### src/assert_macros.svh
// assertion macros shared by the tape pulse decoder modules
`ifndef ASSERT_MACROS_SVH
`define ASSERT_MACROS_SVH

`ifndef SYNTHESIS

// property that holds at every clock edge out of reset
`define A_ALWAYS(lbl, clk, rst_n, cond) \
    lbl: assert property (@(posedge clk) disable iff (!rst_n) (cond)) \
        else $error("assertion failed");

// same-cycle implication
`define A_IMPLIES(lbl, clk, rst_n, ante, cons) \
    lbl: assert property (@(posedge clk) disable iff (!rst_n) (ante) |-> (cons)) \
        else $error("assertion failed");

// next-cycle implication
`define A_NEXT(lbl, clk, rst_n, ante, cons) \
    lbl: assert property (@(posedge clk) disable iff (!rst_n) (ante) |=> (cons)) \
        else $error("assertion failed");

`else

`define A_ALWAYS(lbl, clk, rst_n, cond)
`define A_IMPLIES(lbl, clk, rst_n, ante, cons)
`define A_NEXT(lbl, clk, rst_n, ante, cons)

`endif

`endif

### src/tpbd_pkg.sv
// shared types, constants and width helpers for the tape pulse decoder
package tpbd_pkg;

    localparam int CFG_IDX_W = 2;
    localparam logic [CFG_IDX_W-1:0] CFG_LEAD_WIDTH = 2'd0;
    localparam logic [CFG_IDX_W-1:0] CFG_DATA_WIDTH = 2'd1;

    localparam logic [7:0] RST_LEAD_WIDTH = 8'd138;
    localparam logic [7:0] RST_DATA_WIDTH = 8'd61;

    localparam int QUEUE_DEPTH = 4;

    localparam logic [15:0] MAX_PULSE_TICKS = 16'd510;
    localparam logic [7:0]  LEAD_LEARN_MIN  = 8'd150;
    localparam logic [7:0]  DATA_LEARN_LO   = 8'd45;
    localparam logic [7:0]  DATA_LEARN_HI   = 8'd150;
    localparam logic [7:0]  DATA_HALVE_AT   = 8'd90;
    localparam logic [31:0] BLOCK_HDR_BYTES = 32'd2;

    // floor(x/3) = (x*171)>>9 for x below 512
    localparam logic [16:0] DIV3_RECIP = 17'd171;

    typedef enum logic [1:0] {
        OP_PULSE   = 2'd0,
        OP_TIMEOUT = 2'd1,
        OP_START   = 2'd2,
        OP_STOP    = 2'd3
    } t_op;

    typedef enum logic [1:0] {
        KIND_BYTE        = 2'd0,
        KIND_BLOCK_START = 2'd1,
        KIND_BLOCK_END   = 2'd2,
        KIND_PILOT_ERR   = 2'd3
    } t_kind;

    // classified request handed from front to back
    typedef struct packed {
        t_op        op;
        logic [7:0] width;
        logic [7:0] lead;
        logic [7:0] data;
        logic [7:0] min_w;
        logic [7:0] max_w;
        logic       learn;
    } t_cmd;

    function automatic logic [7:0] two_thirds(input logic [7:0] x);
        logic [16:0] prod;
        prod = {8'd0, x, 1'b0} * DIV3_RECIP;
        return prod[16:9];
    endfunction

    function automatic logic [7:0] triple_sat(input logic [7:0] x);
        logic [9:0] t;
        t = {2'd0, x} + {1'b0, x, 1'b0};
        return (t > 10'd255) ? 8'd255 : t[7:0];
    endfunction

endpackage

### src/tpbd_front.sv
// front end: request handshake, config registers and pulse classification
module tpbd_front (
    input  logic                           i_clk,
    input  logic                           i_rst_n,
    input  logic                           i_in_valid,
    output logic                           o_in_ready,
    input  logic [1:0]                     i_opcode,
    input  logic [15:0]                    i_pulse_ticks,
    input  logic                           i_cfg_valid,
    output logic                           o_cfg_ready,
    input  logic [tpbd_pkg::CFG_IDX_W-1:0] i_cfg_index,
    input  logic [7:0]                     i_cfg_data,
    input  logic                           i_q_full,
    output logic                           o_q_push,
    output tpbd_pkg::t_cmd                 o_q_cmd
);
    import tpbd_pkg::*;

    logic [7:0] r_lead_init;
    logic [7:0] r_data_init;
    t_op        op;
    logic [7:0] w;
    logic [7:0] x;
    logic       too_long;

    always_ff @(posedge i_clk) begin
        if (!i_rst_n) begin
            r_lead_init <= RST_LEAD_WIDTH;
            r_data_init <= RST_DATA_WIDTH;
        end else if (i_cfg_valid) begin
            case (i_cfg_index)
                CFG_LEAD_WIDTH: r_lead_init <= i_cfg_data;
                CFG_DATA_WIDTH: r_data_init <= i_cfg_data;
                default: ;
            endcase
        end
    end

    assign o_cfg_ready = 1'b1;
    assign o_in_ready  = !i_q_full;

    always_comb begin
        op       = t_op'(i_opcode);
        w        = i_pulse_ticks[8:1];
        too_long = (i_pulse_ticks > MAX_PULSE_TICKS);
        x        = (op == OP_START) ? r_data_init : w;

        o_q_cmd.op    = op;
        o_q_cmd.width = w;
        o_q_cmd.lead  = r_lead_init;
        o_q_cmd.data  = (op == OP_START) ? r_data_init
                      : ((w < DATA_HALVE_AT) ? w : {1'b0, w[7:1]});
        o_q_cmd.min_w = two_thirds(x);
        o_q_cmd.max_w = triple_sat(x);
        o_q_cmd.learn = (w >= DATA_LEARN_LO) && (w <= DATA_LEARN_HI);

        // over-long pulses are taken and dropped here
        o_q_push = i_in_valid && !i_q_full && !((op == OP_PULSE) && too_long);
    end

endmodule

### src/tpbd_fifo.sv
// request queue between front and back
`include "assert_macros.svh"
module tpbd_fifo #(
    parameter int P_DEPTH = tpbd_pkg::QUEUE_DEPTH
) (
    input  logic           i_clk,
    input  logic           i_rst_n,
    input  logic           i_push,
    input  tpbd_pkg::t_cmd i_data,
    output logic           o_full,
    input  logic           i_pop,
    output logic           o_empty,
    output tpbd_pkg::t_cmd o_data
);
    import tpbd_pkg::*;

    localparam int PTR_W = $clog2(P_DEPTH);
    localparam int CNT_W = $clog2(P_DEPTH + 1);

    t_cmd             r_mem [P_DEPTH];
    logic [PTR_W-1:0] r_wr_ptr;
    logic [PTR_W-1:0] r_rd_ptr;
    logic [CNT_W-1:0] r_count;

    always_ff @(posedge i_clk) begin
        if (i_push) begin
            r_mem[r_wr_ptr] <= i_data;
        end
    end

    always_ff @(posedge i_clk) begin
        if (!i_rst_n) begin
            r_wr_ptr <= '0;
            r_rd_ptr <= '0;
            r_count  <= '0;
        end else begin
            if (i_push) begin
                r_wr_ptr <= (r_wr_ptr == PTR_W'(P_DEPTH - 1)) ? '0 : r_wr_ptr + 1'b1;
            end
            if (i_pop) begin
                r_rd_ptr <= (r_rd_ptr == PTR_W'(P_DEPTH - 1)) ? '0 : r_rd_ptr + 1'b1;
            end
            case ({i_push, i_pop})
                2'b10:   r_count <= r_count + 1'b1;
                2'b01:   r_count <= r_count - 1'b1;
                default: r_count <= r_count;
            endcase
        end
    end

    assign o_full  = (r_count == CNT_W'(P_DEPTH));
    assign o_empty = (r_count == '0);
    assign o_data  = r_mem[r_rd_ptr];

    `A_ALWAYS(a_count_range, i_clk, i_rst_n, r_count <= CNT_W'(P_DEPTH))
    `A_IMPLIES(a_no_overflow, i_clk, i_rst_n, i_push, !o_full)
    `A_IMPLIES(a_no_underflow, i_clk, i_rst_n, i_pop, !o_empty)

endmodule

### src/tpbd_back.sv
// back end: block state, bit packing and the result register
`include "assert_macros.svh"
module tpbd_back (
    input  logic           i_clk,
    input  logic           i_rst_n,
    input  logic           i_q_empty,
    input  tpbd_pkg::t_cmd i_q_cmd,
    output logic           o_q_pop,
    output logic           o_out_valid,
    input  logic           i_out_ready,
    output logic [1:0]     o_kind,
    output logic [7:0]     o_data_byte,
    output logic [15:0]    o_block_number,
    output logic [15:0]    o_block_length,
    output logic [31:0]    o_length_offset
);
    import tpbd_pkg::*;

    typedef enum logic [4:0] {
        PH_DONE  = 5'b00001,
        PH_WAIT  = 5'b00010,
        PH_PILOT = 5'b00100,
        PH_DATA  = 5'b01000,
        PH_ERROR = 5'b10000
    } t_phase;

    t_phase      r_phase,        n_phase;
    logic [7:0]  r_lead_width,   n_lead_width;
    logic [7:0]  r_data_width,   n_data_width;
    logic [7:0]  r_min_width,    n_min_width;
    logic [7:0]  r_max_width,    n_max_width;
    logic [7:0]  r_shift_byte,   n_shift_byte;
    logic [2:0]  r_bit_count,    n_bit_count;
    logic [15:0] r_block_count,  n_block_count;
    logic [15:0] r_byte_count,   n_byte_count;
    logic [31:0] r_block_offset, n_block_offset;

    logic        r_out_valid;
    t_kind       r_kind;
    logic [7:0]  r_data_byte;
    logic [15:0] r_block_number;
    logic [15:0] r_block_length;
    logic [31:0] r_length_offset;

    logic        emit;
    t_kind       e_kind;
    logic [7:0]  e_byte;
    logic [15:0] e_len;
    logic [31:0] e_off;

    logic        learn_now;
    logic [7:0]  dw_e;
    logic [7:0]  min_e;
    logic [7:0]  max_e;
    logic [9:0]  dw_x3;
    logic        bit_one;
    logic        in_window;
    logic [31:0] off_sum;

    assign o_q_pop = !i_q_empty && (!r_out_valid || i_out_ready);

    always_comb begin
        learn_now = (r_data_width == 8'd0) && i_q_cmd.learn;
        dw_e      = learn_now ? i_q_cmd.data  : r_data_width;
        min_e     = learn_now ? i_q_cmd.min_w : r_min_width;
        max_e     = learn_now ? i_q_cmd.max_w : r_max_width;
        dw_x3     = {2'd0, dw_e} + {1'b0, dw_e, 1'b0};
        bit_one   = {1'b0, i_q_cmd.width} > dw_x3[9:1];
        in_window = !((i_q_cmd.width < min_e) || (i_q_cmd.width > max_e));
        off_sum   = r_block_offset + {16'd0, r_byte_count};
    end

    always_comb begin
        n_phase        = r_phase;
        n_lead_width   = r_lead_width;
        n_data_width   = r_data_width;
        n_min_width    = r_min_width;
        n_max_width    = r_max_width;
        n_shift_byte   = r_shift_byte;
        n_bit_count    = r_bit_count;
        n_block_count  = r_block_count;
        n_byte_count   = r_byte_count;
        n_block_offset = r_block_offset;
        emit           = 1'b0;
        e_kind         = KIND_BYTE;
        e_byte         = 8'd0;
        e_len          = 16'd0;
        e_off          = off_sum;

        if (o_q_pop) begin
            case (i_q_cmd.op)
                OP_START: begin
                    n_phase        = PH_WAIT;
                    n_lead_width   = i_q_cmd.lead;
                    n_data_width   = i_q_cmd.data;
                    n_min_width    = i_q_cmd.min_w;
                    n_max_width    = i_q_cmd.max_w;
                    n_shift_byte   = 8'd0;
                    n_bit_count    = 3'd0;
                    n_block_count  = 16'd0;
                    n_byte_count   = 16'd0;
                    n_block_offset = 32'd0;
                end
                OP_STOP: begin
                    n_phase = PH_DONE;
                end
                OP_TIMEOUT: begin
                    case (r_phase)
                        PH_DATA: begin
                            emit           = 1'b1;
                            e_kind         = KIND_BLOCK_END;
                            e_len          = r_byte_count;
                            e_off          = r_block_offset;
                            n_phase        = PH_WAIT;
                            n_block_offset = r_block_offset + BLOCK_HDR_BYTES;
                        end
                        PH_PILOT: begin
                            emit    = 1'b1;
                            e_kind  = KIND_PILOT_ERR;
                            n_phase = PH_ERROR;
                        end
                        default: ;
                    endcase
                end
                OP_PULSE: begin
                    case (r_phase)
                        PH_WAIT: begin
                            n_phase       = PH_PILOT;
                            n_block_count = r_block_count + 16'd1;
                            emit          = 1'b1;
                            e_kind        = KIND_BLOCK_START;
                        end
                        PH_PILOT: begin
                            if (r_lead_width == 8'd0 && i_q_cmd.width > LEAD_LEARN_MIN) begin
                                n_lead_width = i_q_cmd.width;
                            end else if (r_lead_width != 8'd0 &&
                                         i_q_cmd.width < {1'b0, r_lead_width[7:1]}) begin
                                // sync pulse
                                n_shift_byte   = 8'd0;
                                n_bit_count    = 3'd0;
                                n_phase        = PH_DATA;
                                n_block_offset = off_sum;
                                n_byte_count   = 16'd0;
                            end
                        end
                        PH_DATA: begin
                            n_data_width = dw_e;
                            n_min_width  = min_e;
                            n_max_width  = max_e;
                            if (in_window) begin
                                if (r_bit_count == 3'd7) begin
                                    n_byte_count = r_byte_count + 16'd1;
                                    n_shift_byte = 8'd0;
                                    n_bit_count  = 3'd0;
                                    emit         = 1'b1;
                                    e_kind       = KIND_BYTE;
                                    e_byte       = {r_shift_byte[7:1], bit_one};
                                    e_len        = n_byte_count;
                                    e_off        = r_block_offset;
                                end else begin
                                    n_shift_byte = {r_shift_byte[6:1], bit_one, 1'b0};
                                    n_bit_count  = r_bit_count + 3'd1;
                                end
                            end
                        end
                        default: ;
                    endcase
                end
                default: ;
            endcase
        end
    end

    always_ff @(posedge i_clk) begin
        if (!i_rst_n) begin
            r_phase        <= PH_DONE;
            r_lead_width   <= 8'd0;
            r_data_width   <= 8'd0;
            r_min_width    <= 8'd0;
            r_max_width    <= 8'd0;
            r_shift_byte   <= 8'd0;
            r_bit_count    <= 3'd0;
            r_block_count  <= 16'd0;
            r_byte_count   <= 16'd0;
            r_block_offset <= 32'd0;
            r_out_valid    <= 1'b0;
        end else begin
            r_phase        <= n_phase;
            r_lead_width   <= n_lead_width;
            r_data_width   <= n_data_width;
            r_min_width    <= n_min_width;
            r_max_width    <= n_max_width;
            r_shift_byte   <= n_shift_byte;
            r_bit_count    <= n_bit_count;
            r_block_count  <= n_block_count;
            r_byte_count   <= n_byte_count;
            r_block_offset <= n_block_offset;
            if (emit) begin
                r_out_valid <= 1'b1;
            end else if (i_out_ready) begin
                r_out_valid <= 1'b0;
            end
        end
    end

    always_ff @(posedge i_clk) begin
        if (emit) begin
            r_kind          <= e_kind;
            r_data_byte     <= e_byte;
            r_block_number  <= n_block_count;
            r_block_length  <= e_len;
            r_length_offset <= e_off;
        end
    end

    assign o_out_valid     = r_out_valid;
    assign o_kind          = r_kind;
    assign o_data_byte     = r_data_byte;
    assign o_block_number  = r_block_number;
    assign o_block_length  = r_block_length;
    assign o_length_offset = r_length_offset;

    `A_ALWAYS(a_window_order, i_clk, i_rst_n, r_min_width <= r_max_width)
    `A_NEXT(a_byte_clears_bits, i_clk, i_rst_n, emit && e_kind == KIND_BYTE, r_bit_count == 3'd0)
    `A_NEXT(a_start_enters_pilot, i_clk, i_rst_n, emit && e_kind == KIND_BLOCK_START, r_phase == PH_PILOT)

endmodule

### src/tape_pulse_block_decoder.sv
// top level of the tape pulse block decoder
//
//  channel  direction  handshake                   payload
//  in       request    i_in_valid / o_in_ready     i_opcode, i_pulse_ticks
//  out      result     o_out_valid / i_out_ready   o_kind, o_data_byte, o_block_number,
//                                                  o_block_length, o_length_offset
//  cfg      write      i_cfg_valid / o_cfg_ready   i_cfg_index, i_cfg_data
//
//  one request per cycle while the queue is not full; a request that yields a result
//  is written to the queue, then popped into the result register in the back end
//  the queue of P_QUEUE_DEPTH entries lets the front keep taking requests while
//  the result register is stalled; o_in_ready drops only when the queue is full
//  synchronous active-low reset; config writes are always ready
module tape_pulse_block_decoder #(
    parameter int P_QUEUE_DEPTH = tpbd_pkg::QUEUE_DEPTH
) (
    input  logic                           i_clk,
    input  logic                           i_rst_n,
    input  logic                           i_in_valid,
    output logic                           o_in_ready,
    input  logic [1:0]                     i_opcode,
    input  logic [15:0]                    i_pulse_ticks,
    output logic                           o_out_valid,
    input  logic                           i_out_ready,
    output logic [1:0]                     o_kind,
    output logic [7:0]                     o_data_byte,
    output logic [15:0]                    o_block_number,
    output logic [15:0]                    o_block_length,
    output logic [31:0]                    o_length_offset,
    input  logic                           i_cfg_valid,
    output logic                           o_cfg_ready,
    input  logic [tpbd_pkg::CFG_IDX_W-1:0] i_cfg_index,
    input  logic [7:0]                     i_cfg_data
);
    import tpbd_pkg::*;

    logic q_full;
    logic q_empty;
    logic q_push;
    logic q_pop;
    t_cmd q_in;
    t_cmd q_out;

    tpbd_front u_front (
        .i_clk         (i_clk),
        .i_rst_n       (i_rst_n),
        .i_in_valid    (i_in_valid),
        .o_in_ready    (o_in_ready),
        .i_opcode      (i_opcode),
        .i_pulse_ticks (i_pulse_ticks),
        .i_cfg_valid   (i_cfg_valid),
        .o_cfg_ready   (o_cfg_ready),
        .i_cfg_index   (i_cfg_index),
        .i_cfg_data    (i_cfg_data),
        .i_q_full      (q_full),
        .o_q_push      (q_push),
        .o_q_cmd       (q_in)
    );

    tpbd_fifo #(
        .P_DEPTH (P_QUEUE_DEPTH)
    ) u_fifo (
        .i_clk   (i_clk),
        .i_rst_n (i_rst_n),
        .i_push  (q_push),
        .i_data  (q_in),
        .o_full  (q_full),
        .i_pop   (q_pop),
        .o_empty (q_empty),
        .o_data  (q_out)
    );

    tpbd_back u_back (
        .i_clk           (i_clk),
        .i_rst_n         (i_rst_n),
        .i_q_empty       (q_empty),
        .i_q_cmd         (q_out),
        .o_q_pop         (q_pop),
        .o_out_valid     (o_out_valid),
        .i_out_ready     (i_out_ready),
        .o_kind          (o_kind),
        .o_data_byte     (o_data_byte),
        .o_block_number  (o_block_number),
        .o_block_length  (o_block_length),
        .o_length_offset (o_length_offset)
    );

endmodule
### config.mk
export PLATFORM = sky130hd
export DESIGN_NAME = tape_pulse_block_decoder
export DESIGN_NICKNAME = d
export VERILOG_FILES = /design/src/tpbd_pkg.sv /design/src/tpbd_front.sv /design/src/tpbd_fifo.sv /design/src/tpbd_back.sv /design/src/tape_pulse_block_decoder.sv
export VERILOG_INCLUDE_DIRS = /design/src /design/src/src
export SDC_FILE = /design/constraint.sdc
export NUM_CORES = 1
export LEC_CHECK = 0
export BUFFER_PORTS_ARGS = -buffer_cell sky130_fd_sc_hd__clkbuf_2
export CORE_UTILIZATION = 60
export DETAILED_ROUTE_END_ITERATION = 10
export PLACE_DENSITY = 0.88
export SETUP_SLACK_MARGIN = 0.05
export SLEW_MARGIN = 20
export SYNTH_ARGS = -nofsm -noshare
export SYNTH_HDL_FRONTEND = slang
export SYNTH_SLANG_ARGS = --single-unit
export TNS_END_PERCENT = 100
### constraint.sdc
create_clock -name i_clk -period 11.31 [get_ports i_clk]
set_input_delay 0 -clock i_clk [delete_from_list [all_inputs] [get_ports i_clk]]
set_output_delay 0 -clock i_clk [all_outputs]
set_load 0.01 [all_outputs]
# Word level (Yosys, flattened, before mapping)
# Memories as Yosys holds them, arrays and structs flattened. A register that Yosys moved wholly into a read port is not among the register bits.
# Cells that the tools add are included.
word_totals:
  regBits: 210
  ramBits: 172
  in_bits: 33
  output_inout_bits: 77
  n_memories: 1
op_classes:
  n_addsub: 11
  mul: 1
  n_lt_le_gt_ge: 10
  n_eq_ne: 27
  n_mux: 76
  bitwise: 4
  n_reduce_logical: 35
mem_list:
  columns: ["memory", "words", "width", "read_ports", "rd_clocked_by_memory_dff", "write_ports", "line", "source"]
  rows:
  - ["u_fifo.r_mem", 4, 43, 1, 1, 1, "tpbd_fifo.sv:20", "t_cmd r_mem [P_DEPTH];"]
ops:
  columns: ["cell", "n"]
  rows:
  - ["2-to-1 mux 32 bit", 9]
  - ["2-to-1 mux 16 bit", 10]
  - ["2-to-1 mux 8 bit", 16]
  - ["one-hot mux 16 bit (2 select lines)", 4]
  - ["one-hot mux 32 bit (3 select lines)", 1]
  - ["one-hot mux 8 bit (2 select lines)", 6]
  - ["one-hot mux 32 bit (2 select lines)", 1]
  - ["adder 16 x 1 -> 16 bit (second input constant)", 2]
  - ["adder 32 x 16 -> 32 bit", 1]
  - ["adder 32 x 2 -> 32 bit (second input constant)", 1]
  - ["adder 8 x 9 -> 10 bit", 2]
  - ["one-hot mux 5 bit (2 select lines)", 2]
  - ["one-hot mux 5 bit (4 select lines)", 1]
  - ["one-hot mux 3 bit (2 select lines)", 3]
  - ["greater-than comparator 16 x 9 -> 1 bit (second input constant)", 1]
  - ["logical NOT 8 bit", 2]
  - ["multiplier 8 x 8 -> 16 bit (second input constant)", 1]
  - ["== test 2 bit (second input constant)", 6]
  - ["2-to-1 mux 3 bit", 4]
  - ["AND reduction 6 bit", 2]
  - ["greater-than comparator 10 x 8 -> 1 bit (second input constant)", 1]
  - ["2-to-1 mux 5 bit", 2]
  - ["greater-than comparator 8 x 9 -> 1 bit", 1]
  - ["2-to-1 mux 1 bit", 9]
  - ["39 further kinds", 76]

# Depth between registers and ports, before layout
# Gate-level depths: netlist of run 1.
depth:
  ltp_word: 10
  depth_mapped: 20
  depth_no_buf: 17

# Modules after synthesis
# A second synthesis of run 1 with hierarchy kept.
unflattened:
  hier_cells: 1874
  area_unflattened_um2: 20711.1
modules_own_cells:
  columns: ["mod", "instances", "cells_each", "area_per_inst_um2", "seq_area_each_um2"]
  rows:
  - ["tpbd_back", 1, 1313, 11629.9, 4464.3]
  - ["tpbd_fifo", 1, 272, 6723.9, 5345.1]
  - ["tpbd_front", 1, 289, 2357.3, 320.3]

# Worst setup path after synthesis of run 1
# Ideal clock, no wire load.
synth_timing:
  path_kind: "flip-flop to flip-flop"
  from: "register u_back.r_data_width[0]"
  to: "register u_back.r_block_length[0], in the netlist u_back.o_block_length[0] (enable)"
  setup_ns: 0.428
  arrival_time_ns: 5.332
  setup_slack_ns: 5.550
  stages_incl_launch_ff: 16
  n_path_buf: 3
  period_less_slack_ns: 5.760
  cell_sequence: "dfxtp_1 nor4_2 and3_1 clkbuf_1 buf_1 mux2i_1 ha_1 a21o_1 a21oi_1 a21boi_0 o31ai_1 nand3_1 a21oi_2 buf_2 nor2_1 inv_1"
synth_between:
  elab_chain_len: 9
synth_rtl:
  columns: ["item", "line", "source"]
  rows:
  - ["from (decl)", "tpbd_back.sv:29", "logic [7:0] r_data_width, n_data_width;"]
  - ["from (signal assigned)", "tpbd_back.sv:190", "r_data_width <= n_data_width;"]
  - ["logical NOT 8 bit *", "tpbd_back.sv:63", "learn_now = (r_data_width == 8'd0) && i_q_cmd.learn;"]
  - ["logical AND 1 bit *", "tpbd_back.sv:63", null]
  - ["2-to-1 mux 8 bit, on equally long branches", "tpbd_back.sv:65, tpbd_back.sv:66", null]
  - ["< comparator 8 bit or greater-than comparator 8 bit (tied branches)", "tpbd_back.sv:69", "in_window = !((i_q_cmd.width < min_e) || (i_q_cmd.width > max_e));"]
  - ["logical OR 1 bit *", "tpbd_back.sv:69", null]
  - ["2-to-1 mux 1 bit *", "tpbd_back.sv:150", "if (in_window) begin"]
  - ["one-hot mux 1 bit (2 select lines) *", "tpbd_back.sv:126", "case (r_phase)"]
  - ["one-hot mux 1 bit (2 select lines) *", "tpbd_back.sv:91", "case (i_q_cmd.op)"]
  - ["2-to-1 mux 1 bit *", "tpbd_back.sv:90", "if (o_q_pop) begin"]
  - ["via u_back.emit", "tpbd_back.sv:45", "logic emit;"]
  - ["to (signal assigned)", "tpbd_back.sv:211", "r_block_length <= e_len;"]
  - ["to (decl)", "tpbd_back.sv:42", "logic [15:0] r_block_length;"]
# The timed path passes the listed nets; every way through them passes the cells marked *.
# A chain may end at the register's enable or synchronous reset.

==> results.json, run 1 <==
{
  "outcome": "finished clean",
  "ant_nets": 0,
  "hp-start": "i_cfg_valid",
  "final_common_cell": "edfxtp_1",
  "synth_nets": 1970,
  "initial_core_util_pct": 61.0,
  "critical_path.endpoint_type": "register",
  "antenna_found_initial": 0,
  "r2r_cells": 15,
  "fin_crit_sh_pct": 55.4,
  "synth_cells": 1814,
  "powerDensity_mw_per_mm2": 216,
  "cts_setup_buffers": 0,
  "yosysWarnings": 0,
  "rows": 66,
  "dieArea_mm2": 0.0339,
  "p_leak_nw": 8.20,
  "place.gp.congestion": 0.948,
  "max_cap_viol_count": 0,
  "ctsResizeCount": 0,
  "ir_drop_v": 0.000147,
  "p_sw_mw": 1.74,
  "clkPwrFrac_pct": 27.3,
  "worst_skew_pair.late_latency_ns": 0.55,
  "multi_input_area_mm2": 0.00916,
  "grt_setup_unrepaired": "no",
  "holdWs_ns": 0.0710,
  "synth_area_per_cell_um2": 11.0,
  "clk_pin_slew_ns": 0.06,
  "holdPathEnd": "u_front.r_data_init[2]",
  "critPathKind": "reg -> reg",
  "cts_sinks": 383,
  "wirelength_mm": 50.4,
  "die_height_um": 184,
  "hold_depth": 4,
  "drtIter0Drc": 1697,
  "ys_async_sr_fraction_pct": 0,
  "routed_via_density": 6.47,
  "final_cells": 2394,
  "slew_headroom_pct": 23.6,
  "ioPinCount": 110,
  "final_cell_mix": "edfxtp_1 (246), nand2_1 (221), dfxtp_1 (135), a21oi_1 (125), nor2_1 (112)",
  "die_w_um": 184,
  "portBuffers": 108,
  "p_total_mw": 4.84,
  "synthToLayoutAreaGrowth_pct": 12.5,
  "cts_made_buffers": 39,
  "maxSlewViolCount": 0,
  "setup_tns_ns": 0,
  "drc": 0,
  "htreeDepth": 2,
  "sw_frac_of_total_pct": 35.9,
  "via_count": 15500,
  "seq_area_mm2": 0.0101,
  "dp.cells": 2289,
  "fillers": 2254,
  "synth_ff_type": "edfxtp_1",
  "first_global_vias": 15000,
  "num_antenna_cells": 0,
  "worst_pin_slew_ns": 1.14,
  "cp-start-kind": "register",
  "dr.pass1.iters": 6,
  "drive_above_1_share_pct": 13.4,
  "root_buffer": "clkbuf_16",
  "pwr-share-seq_pct": 35.1,
  "ff2ff_setup_slack_ns": 5.04,
  "grt_pass1_wl_mm": 79.5,
  "combPwrFrac_pct": 37.6,
  "ys_types": 85,
  "finalSetupViolCount": 0,
  "synth_seq_cells": 383,
  "hold_violations": 0,
  "hold_buffers": 34,
  "yosysSeqAreaShare_pct": 50.9,
  "grt_usage_pct": 30.2,
  "cp_max_fo": 74,
  "fin_worst_skew_ns": 0.0265,
  "cell_internal_pwr_mw": 3.10,
  "synth_edf_count": 246,
  "rr_endpoint": "u_back.o_data_byte[1]",
  "grt_remaining_overflow": 0,
  "cp.required_ns": 11.46,
  "routedWlPerCell_um": 21.0,
  "arrival_ns": 6.42,
  "fin_crit_ns": 6.27,
  "core_mm2": 0.0326,
  "dpl.hpwl_mm": 32.8,
  "hp-class": "in -> reg",
  "finalNetCount": 2078,
  "syn-cell-area_mm2": 0.0199,
  "cts_tree": "done",
  "grt_start_max_net_pins": 75,
  "fmaxAchievable_mhz": 159,
  "cts_buffer_depth": 3
}
==> per-stage QoR <==
step | setup slack (ns) | area [um2] | util (%)
3_3_place_gp | 5.47 | 20700 | 63.5
6_report | 5.04 | 22400 | 68.6
5_1_grt | 4.62 | 22400 | 68.6
4_1_cts | 5.09 | 22400 | 68.6
2_1_floorplan | 5.55 | 19900 | -
3_5_place_dp | 5.27 | 20700 | 63.5
==> kinds of logic after synthesis <==
kind of cell             after synthesis  synth area share, %
AO/OA/AOI/OAI                        413                 13.6
XOR/XNOR                              60                 2.64
multiplexers                          85                 6.99
adder cells (fa/ha/maj)              123                 8.30
flip-flops                           383                 50.9
AND/OR/NAND/NOR                      594                 14.3
buffers and inverters                155                 3.21
other                                  1               0.0188
==> critical path, stage by stage (launching register included) <==
cell and delay (ns):
dfxtp_2 0.32, buf_4 0.66, mux4_2 0.50, and3_1 0.88
mux2i_1 0.32, ha_1 0.28, nor2b_1 0.13, o21ai_0 0.20
a21boi_0 0.12, o31ai_1 0.44, nand3_1 0.47, a21oi_2 0.25
buf_4 0.32, nor2_1 0.11, inv_2 0.06, buf_4 0.66
==> worst max path at each step <==
stage / slack (ns) / end / start
2_1_floorplan: 5.55 / u_back.o_block_length[0] / u_back.r_data_width[0]
3_3_place_gp: 5.47 / u_back.o_data_byte[1] / register
3_5_place_dp: 5.27 / u_back.o_data_byte[3] / register
4_1_cts: 5.09 / u_back.o_data_byte[1] / register
5_1_grt: 4.62 / u_back.o_data_byte[1] / register
6_report: 5.04 / u_back.o_data_byte[1] / register
==> Yosys cell counts, types with 13 or more instances <==
cell type	n	area share (%)
a21o_1	20	0.75
a21oi_1	125	3.1
a311oi_1	22	0.97
a31oi_1	20	0.63
and2_1	30	0.94
and3_1	25	0.79
clkbuf_1	56	1.1
dfxtp_1	137	14
edfxtp_1	246	37
fa_1	15	1.5
ha_1	108	6.8
inv_1	68	1.3
mux2i_1	40	2.0
mux4_2	43	4.9
nand2_1	221	4.2
nand3_1	58	1.5
nand4_1	21	0.66
nor2_1	112	2.1
nor3_1	46	1.2
o21ai_0	89	2.2
o31ai_1	13	0.49
xnor2_1	31	1.4
xor2_1	29	1.3
==> flip-flops by register name, summed over array words and instances, names as in the netlist, 16 cells and up, named ones only <==
signal                  flops
u_back.r_byte_count        16
u_fifo.r_mem              172
u_back.o_length_offset     32
u_back.o_block_number      16
u_back.r_block_count       16
u_back.o_block_length      16
u_back.r_block_offset      32
==> routing by layer <==
layer,wire [um],track usage [%]
met5,0,0
met4,2700,15.6
met3,3590,4.51
met2,24500,51.5
met1,19500,37.2
==> layout make-up <==
type	instances	area share, %
Clock buffer	53	4.96
Tap cell	442	2.47
Inverter	69	1.16
Sequential cell	383	45.3
Timing Repair Buffer	153	4.30
Multi-Input combinational cell	1276	40.9
Clock inverter	18	0.922
==> power groups by stage <==
stage	registers [mW]	clock network (mW)	logic, mW
2_1_floorplan	1.71	0	1.31
3_3_place_gp	1.71	0	1.63
3_5_place_dp	1.72	0	1.73
4_1_cts	1.70	1.32	1.77
5_1_grt	1.71	1.38	1.98
6_report	1.70	1.32	1.82
No activity file was read; power rests on OpenSTA's default activity.
==> inputs of run 2 (changes only) <==
--- a/config.mk
+++ b/config.mk
@@ -7,9 +7,9 @@
 export NUM_CORES = 1
 export LEC_CHECK = 0
 export BUFFER_PORTS_ARGS = -buffer_cell sky130_fd_sc_hd__clkbuf_2
-export CORE_UTILIZATION = 60
+export CORE_UTILIZATION = 56
 export DETAILED_ROUTE_END_ITERATION = 10
-export PLACE_DENSITY = 0.88
+export PLACE_DENSITY = 0.86
 export SETUP_SLACK_MARGIN = 0.05
 export SLEW_MARGIN = 20
 export SYNTH_ARGS = -nofsm -noshare
==> constraint.sdc (replaced) <==
create_clock -name i_clk -period 5.2 [get_ports i_clk]
set_input_delay 0 -clock i_clk [delete_from_list [all_inputs] [get_ports i_clk]]
set_output_delay 0 -clock i_clk [all_outputs]
set_load 0.01 [all_outputs]
==> run 2 against run 1 <==
  * Wire length up 0.55%
  * Hold slack got worse by 0.059 ns
  * Core utilization fell by 3.9 points
  * Cell area rose by 0.40%
  * Power is 120% higher
  * Non-clock buffer count rose by 6
  * Critical path depth up 3
  * Global-route usage is 2.3 points lower
  * Register-to-register slack worse by 4.4 ns
  * Highest routed layer unchanged
  * Largest power group unchanged
  * Clock-buffer cell count is 5 lower
  * Clock skew decreased by 0.0053 ns
  * Combinational power grew 120%
  * Critical endpoint is now u_fifo.r_mem[1][16]
==> results.json, run 2 (synthesis results as in run 1) <==
{
  "final_cell_mix": "edfxtp_1 (246), nand2_1 (221), dfxtp_1 (135), a21oi_1 (125), nor2_1 (112)",
  "ioPinCount": 110,
  "drtIter0Drc": 1924,
  "cell_internal_pwr_mw": 6.81,
  "cp_num_buf_inv": 5,
  "outcome": "finished clean",
  "fin_util_pct": 64.7,
  "routedWlPerCell_um": 21.0,
  "path_cells": "dlygate4sd3_1 -> clkbuf_2 -> nand2b_1 -> nand2_1 -> and2_1 -> inv_1 -> ha_1 -> inv_1 -> fa_1 -> fa_1 -> inv_1 -> fa_1 -> ha_1 -> or3_1 -> o21ai_0 -> o2111ai_1 -> a21oi_1 -> xnor2_1",
  "maxSlewViolCount": 0,
  "cts_sinks": 383,
  "fin_worst_skew_ns": 0.0213,
  "routed_via_density": 6.48,
  "finalSetupViolCount": 0,
  "antenna_found_initial": 0,
  "grt_setup_unrepaired": "no",
  "cts_setup_buffers": 0,
  "top_usage_layer": "met2",
  "dpl.hpwl_mm": 33.6,
  "p_sw_mw": 3.81,
  "cp_max_fo": 8,
  "dp.cells": 2314,
  "htreeDepth": 2,
  "first_global_vias": 15200,
  "finalNetCount": 2084,
  "num_antenna_cells": 0,
  "grt_start_max_net_pins": 69,
  "rows": 68,
  "initial_core_util_pct": 57.3,
  "clkPwrFrac_pct": 27.7,
  "hp-class": "in -> reg",
  "dieArea_mm2": 0.0363,
  "ir_drop_v": 0.000397,
  "fin_crit_sh_pct": 92.0,
  "critical_path.endpoint_type": "register",
  "place.gp.congestion": 0.951,
  "fin_crit_ns": 4.78,
  "drc": 0,
  "grt_usage_pct": 27.8,
  "final_common_cell": "edfxtp_1",
  "root_buffer": "clkbuf_16",
  "ctsResizeCount": 0,
  "grt_remaining_overflow": 0,
  "critPathKind": "in -> reg",
  "slew_headroom_pct": 27.3,
  "crit_slowest_cell": "fa_1",
  "worst_path_largest_cell_delay_ns": 0.56,
  "hold_depth": 5,
  "p_leak_nw": 8.22,
  "max_cap_viol_count": 0,
  "top_register": "u_fifo.r_mem",
  "worst_pin_slew_ns": 1.08,
  "sw_frac_of_total_pct": 35.9,
  "combPwrFrac_pct": 37.5,
  "arrival_ns": 5.10,
  "worst_skew_pair.late_latency_ns": 0.54,
  "cts_made_buffers": 39,
  "final_cells": 2413,
  "gr-usage-met3_pct": 3.86,
  "die_w_um": 190,
  "crit_family": "adder cells",
  "via_count": 15600,
  "synthToLayoutAreaGrowth_pct": 12.9,
  "core_mm2": 0.0347,
  "cts_buffer_depth": 3,
  "grt_pass1_wl_mm": 79.7,
  "gr-usage-met1_pct": 35.3,
  "fillers": 2480,
  "p_total_mw": 10.6,
  "hold_violations": 0,
  "wirelength_mm": 50.7,
  "setup_tns_ns": 0,
  "dr.pass1.iters": 8,
  "die_height_um": 190,
  "r2r_cells": 14,
  "powerDensity_mw_per_mm2": 472,
  "fmaxAchievable_mhz": 209,
  "cp.depth": 18,
  "portBuffers": 108,
  "ant_nets": 0,
  "cts_tree": "done",
  "largest_reg_flops": 172,
  "cp.required_ns": 5.52,
  "drive_above_1_share_pct": 14.1,
  "cp-start-kind": "input pin",
  "grt_use_met2_pct": 47.7,
  "pwr-share-seq_pct": 34.8,
  "clk_pin_slew_ns": 0.06
}
-- run 2: changes by cell type in the layout (fill, tap and decap cells not counted), moves of 3 or more --
cell           delta
buf_4            +10
dlygate4sd3_1     -6
clkinvlp_4        +4
clkbuf_8          -3
-- run 2: worst register-to-register path: cells and delay by family (launching register included) --
kind	cells	cell delay, ns
DFF	1	0.34
xor gates and xnor gates	1	0.21
AOI/OAI and AO/OA	6	1.60
adders and majority gates	4	1.66
and+or+nand+nor	1	0.20
buffers and inverters	2	0.31
-- run 2: cell type report --
class                      count  area (um2)  area share [%]
inverter                      69         264            1.17
timing repair buffer         159        1020            4.53
tap                          455         569            2.53
sequential                   383       10100            45.1
clock inverter                23         303            1.35
multi-input combinational   1276        9140            40.7
clock buffer                  48        1040            4.63
-- run 2: metrics by stage --
stage	setup slack [ns]	hold slack, ns	cell area (um2)
final	0.417	0.0116	22500
after floorplan	0.0788	0.0989	19900
after global routing	0.137	0.0259	22500
after CTS	0.538	0.00870	22500
after global placement	0.726	0.239	20800
after detailed placement	0.565	0.246	20800
-- run 2: metal layers --
metal	vias to the layer above	part of all wire, %
li1	6998	-
met1	7550	39
met2	901	49
met3	195	8.2
met4	0	4.1
met5	-	0
-- run 2: final timing paths --
kind / startpoint / end / slack, ns
min reg2reg: u_back.r_bit_count[1] / u_back.r_bit_count[1] / 0.46
min: i_cfg_index[1] / u_front.r_lead_init[7] / 0.01
max: i_opcode[0] / u_fifo.r_mem[1][16] / 0.42
max reg2reg: u_front.r_data_init[7] / u_fifo.r_mem[1][16] / 0.66
-- run 2: power groups by stage --
stage / clock network [mW] / registers [mW] / logic, mW
after global placement: 0 / 3.73 / 3.64
after CTS: 2.96 / 3.69 / 3.90
after floorplan: 0 / 3.71 / 2.85
after detailed placement: 0 / 3.75 / 3.83
final: 2.94 / 3.69 / 3.98
after global routing: 3.08 / 3.71 / 4.30
-- run 2: timing repair --
action / 4_1_cts / 5_1_grt
hold endpoints to repair: 56 / 0
setup endpoints to repair: 0 / 0
hold buffers: 28 / 0
==> inputs of run 3 (changes only) <==
--- a/config.mk
+++ b/config.mk
@@ -6,10 +6,10 @@
 export SDC_FILE = /design/constraint.sdc
 export NUM_CORES = 1
 export LEC_CHECK = 0
-export BUFFER_PORTS_ARGS = -buffer_cell sky130_fd_sc_hd__clkbuf_2
-export CORE_UTILIZATION = 56
+export CORE_UTILIZATION = 58
 export DETAILED_ROUTE_END_ITERATION = 10
-export PLACE_DENSITY = 0.86
+export DONT_BUFFER_PORTS = 1
+export PLACE_DENSITY = 0.85
 export SETUP_SLACK_MARGIN = 0.05
 export SLEW_MARGIN = 20
 export SYNTH_ARGS = -nofsm -noshare
==> run 3 against run 2 <==
  * Core utilization increased by 0.97 points
  * Critical path depth decreased by 3
  * Die area decreased by 3.4%
  * Setup slack improved by 0.26 ns
  * Sequential share of layout area increased by 0.78 points
  * Hold slack about the same
  * Sequential power about the same
  * First-iteration DRC count decreased by 19%
  * Non-clock buffer count decreased by 91
  * Clock-buffer cell count increased by 7
  * Clock power decreased by 2%
  * Register-to-register slack improved by 0.02 ns
  * Highest routed layer unchanged
==> results.json, run 3 (synthesis results as in run 1) <==
{
  "pwr-share-seq_pct": 35.1,
  "fmaxAchievable_mhz": 221,
  "cp_max_fo": 74,
  "fin_crit_sh_pct": 86.9,
  "top_register": "u_fifo.r_mem",
  "critPathKind": "reg -> reg",
  "combPwrFrac_pct": 37.5,
  "rows": 67,
  "path_cells": "nor4_2 -> buf_4 -> and3_1 -> mux2i_1 -> ha_1 -> a21o_1 -> a21oi_1 -> a21boi_0 -> o31ai_1 -> buf_4 -> nand3_1 -> a21oi_2 -> nor2_1 -> clkinvlp_4 -> buf_4",
  "routedWlPerCell_um": 21.5,
  "grt_usage_pct": 28.2,
  "portBuffers": 0,
  "cts_sinks": 383,
  "dp.cells": 2200,
  "maxSlewViolCount": 0,
  "die_w_um": 187,
  "grt_pass1_wl_mm": 78.3,
  "wirelength_mm": 49.7,
  "drtIter0Drc": 1565,
  "ctsResizeCount": 0,
  "outcome": "finished clean",
  "cp.required_ns": 5.36,
  "synthToLayoutAreaGrowth_pct": 11.0,
  "via_count": 15100,
  "critical_path.endpoint_type": "register",
  "clk_pin_slew_ns": 0.06,
  "finalNetCount": 1994,
  "grt_setup_unrepaired": "no",
  "fin_worst_skew_ns": 0.0179,
  "worst_pin_slew_ns": 1.09,
  "crit_path_start": "u_back.r_data_width[7]",
  "die_height_um": 187,
  "hp-start": "i_pulse_ticks[5]",
  "sw_frac_of_total_pct": 35.7,
  "r2r_cells": 15,
  "routed_via_density": 6.52,
  "crit_family": "simple AND/OR/NAND/NOR gates",
  "htreeDepth": 2,
  "ioPinCount": 110,
  "final_common_cell": "edfxtp_1",
  "cp-start-kind": "register",
  "crit_end": "u_back.o_block_number[5]",
  "worst_path_largest_cell_delay_ns": 0.72,
  "grt_start_max_net_pins": 75,
  "fin_crit_ns": 4.52,
  "max_cap_viol_count": 0,
  "r2r-start": "u_back.r_data_width[7]",
  "cts_buffer_depth": 3,
  "antenna_found_initial": 0,
  "ir_drop_v": 0.000365,
  "root_buffer": "clkbuf_16",
  "final_cell_mix": "edfxtp_1 (246), nand2_1 (221), dfxtp_1 (135), a21oi_1 (125), nor2_1 (112)",
  "largest_reg_flops": 172,
  "hp-class": "in -> reg",
  "hold_violations": 0,
  "cts_setup_buffers": 0,
  "cp.depth": 15,
  "worst_skew_pair.late_latency_ns": 0.54,
  "finalSetupViolCount": 0,
  "clkPwrFrac_pct": 27.4,
  "crit_slowest_cell": "and3_1",
  "cp_num_buf_inv": 4,
  "core_mm2": 0.0336,
  "cts_tree": "done",
  "grt_remaining_overflow": 0,
  "initial_core_util_pct": 59.2,
  "setup_tns_ns": 0,
  "rr_endpoint": "u_back.o_block_number[5]",
  "p_sw_mw": 3.75,
  "cts_made_buffers": 40,
  "num_antenna_cells": 0,
  "cell_internal_pwr_mw": 6.78,
  "drive_above_1_share_pct": 8.93,
  "dieArea_mm2": 0.0350,
  "place.gp.congestion": 0.913,
  "final_cells": 2318,
  "drc": 0,
  "path_common_cell": "buf_4",
  "powerDensity_mw_per_mm2": 477,
  "ant_nets": 0,
  "arrival_ns": 4.68,
  "ff2ff_setup_slack_ns": 0.68,
  "slew_headroom_pct": 27.3,
  "first_global_vias": 14700,
  "dpl.hpwl_mm": 32.6,
  "fin_util_pct": 65.7,
  "dr.pass1.iters": 6,
  "p_leak_nw": 7.87
}
==> run 3: power groups by stage <==
stage	Sequential, mW	Clock (mW)	Combinational (mW)
after floorplan	3.71	0	2.85
after global placement	3.74	0	3.65
after detailed placement	3.76	0	3.80
after CTS	3.70	2.91	3.88
after global routing	3.72	3.04	4.30
final	3.70	2.89	3.95
==> run 3: worst min-delay path by stage <==
stage                                        end  slack, ns  depth (start not counted)
after CTS                    u_fifo.r_mem[3][21]      0.004                          4
after global routing          u_fifo.r_mem[1][0]       0.03                          1
after global placement    u_front.r_lead_init[3]       0.09                          1
after detailed placement  u_front.r_lead_init[3]       0.09                          1
final                        u_fifo.r_mem[0][21]       0.01                          4
after floorplan              u_fifo.r_mem[0][33]        0.1                          0
==> run 3: routing by layer <==
metal	share of wire, %	global-route usage [%]
met5	0	0
met4	4.1	12.5
met3	7.8	3.85
met2	49	48.1
met1	39	35.7
==> run 3: cell type report <==
cell class	instances	area (um2)
clock buffers	55	1090
fillers	2409	11500
well taps	448	561
repair buffers	68	643
flip-flops and latches	383	10100
clock inverters	19	245
multi-input cells	1276	9150
inverters	69	264
==> run 3: what timing repair did <==
action | CTS | global route
setup endpoints to repair | 0 | 0
hold buffers | 44 | 0
hold endpoints to repair | 112 | 0
==> run 3: worst register-to-register path: stages, from the launching register on <==
cell	delay, ns
dfxtp_1	0.34
nor4_2	0.31
buf_4	0.22
and3_1	0.72
mux2i_1	0.28
ha_1	0.27
a21o_1	0.16
a21oi_1	0.13
a21boi_0	0.10
o31ai_1	0.23
buf_4	0.16
nand3_1	0.10
a21oi_2	0.17
nor2_1	0.11
clkinvlp_4	0.10
buf_4	0.70
==> run 3: per-stage QoR <==
step / hold slack (ns) / power, mW / area (um2) / setup slack [ns]
2_1_floorplan: 0.0989 / 6.56 / 19900 / 0.0788
3_3_place_gp: 0.0854 / 7.39 / 20300 / 0.824
3_5_place_dp: 0.0872 / 7.55 / 20300 / 0.661
4_1_cts: 0.00383 / 10.5 / 22100 / 0.678
5_1_grt: 0.0264 / 11.1 / 22100 / 0.332
6_report: 0.0118 / 10.5 / 22100 / 0.680
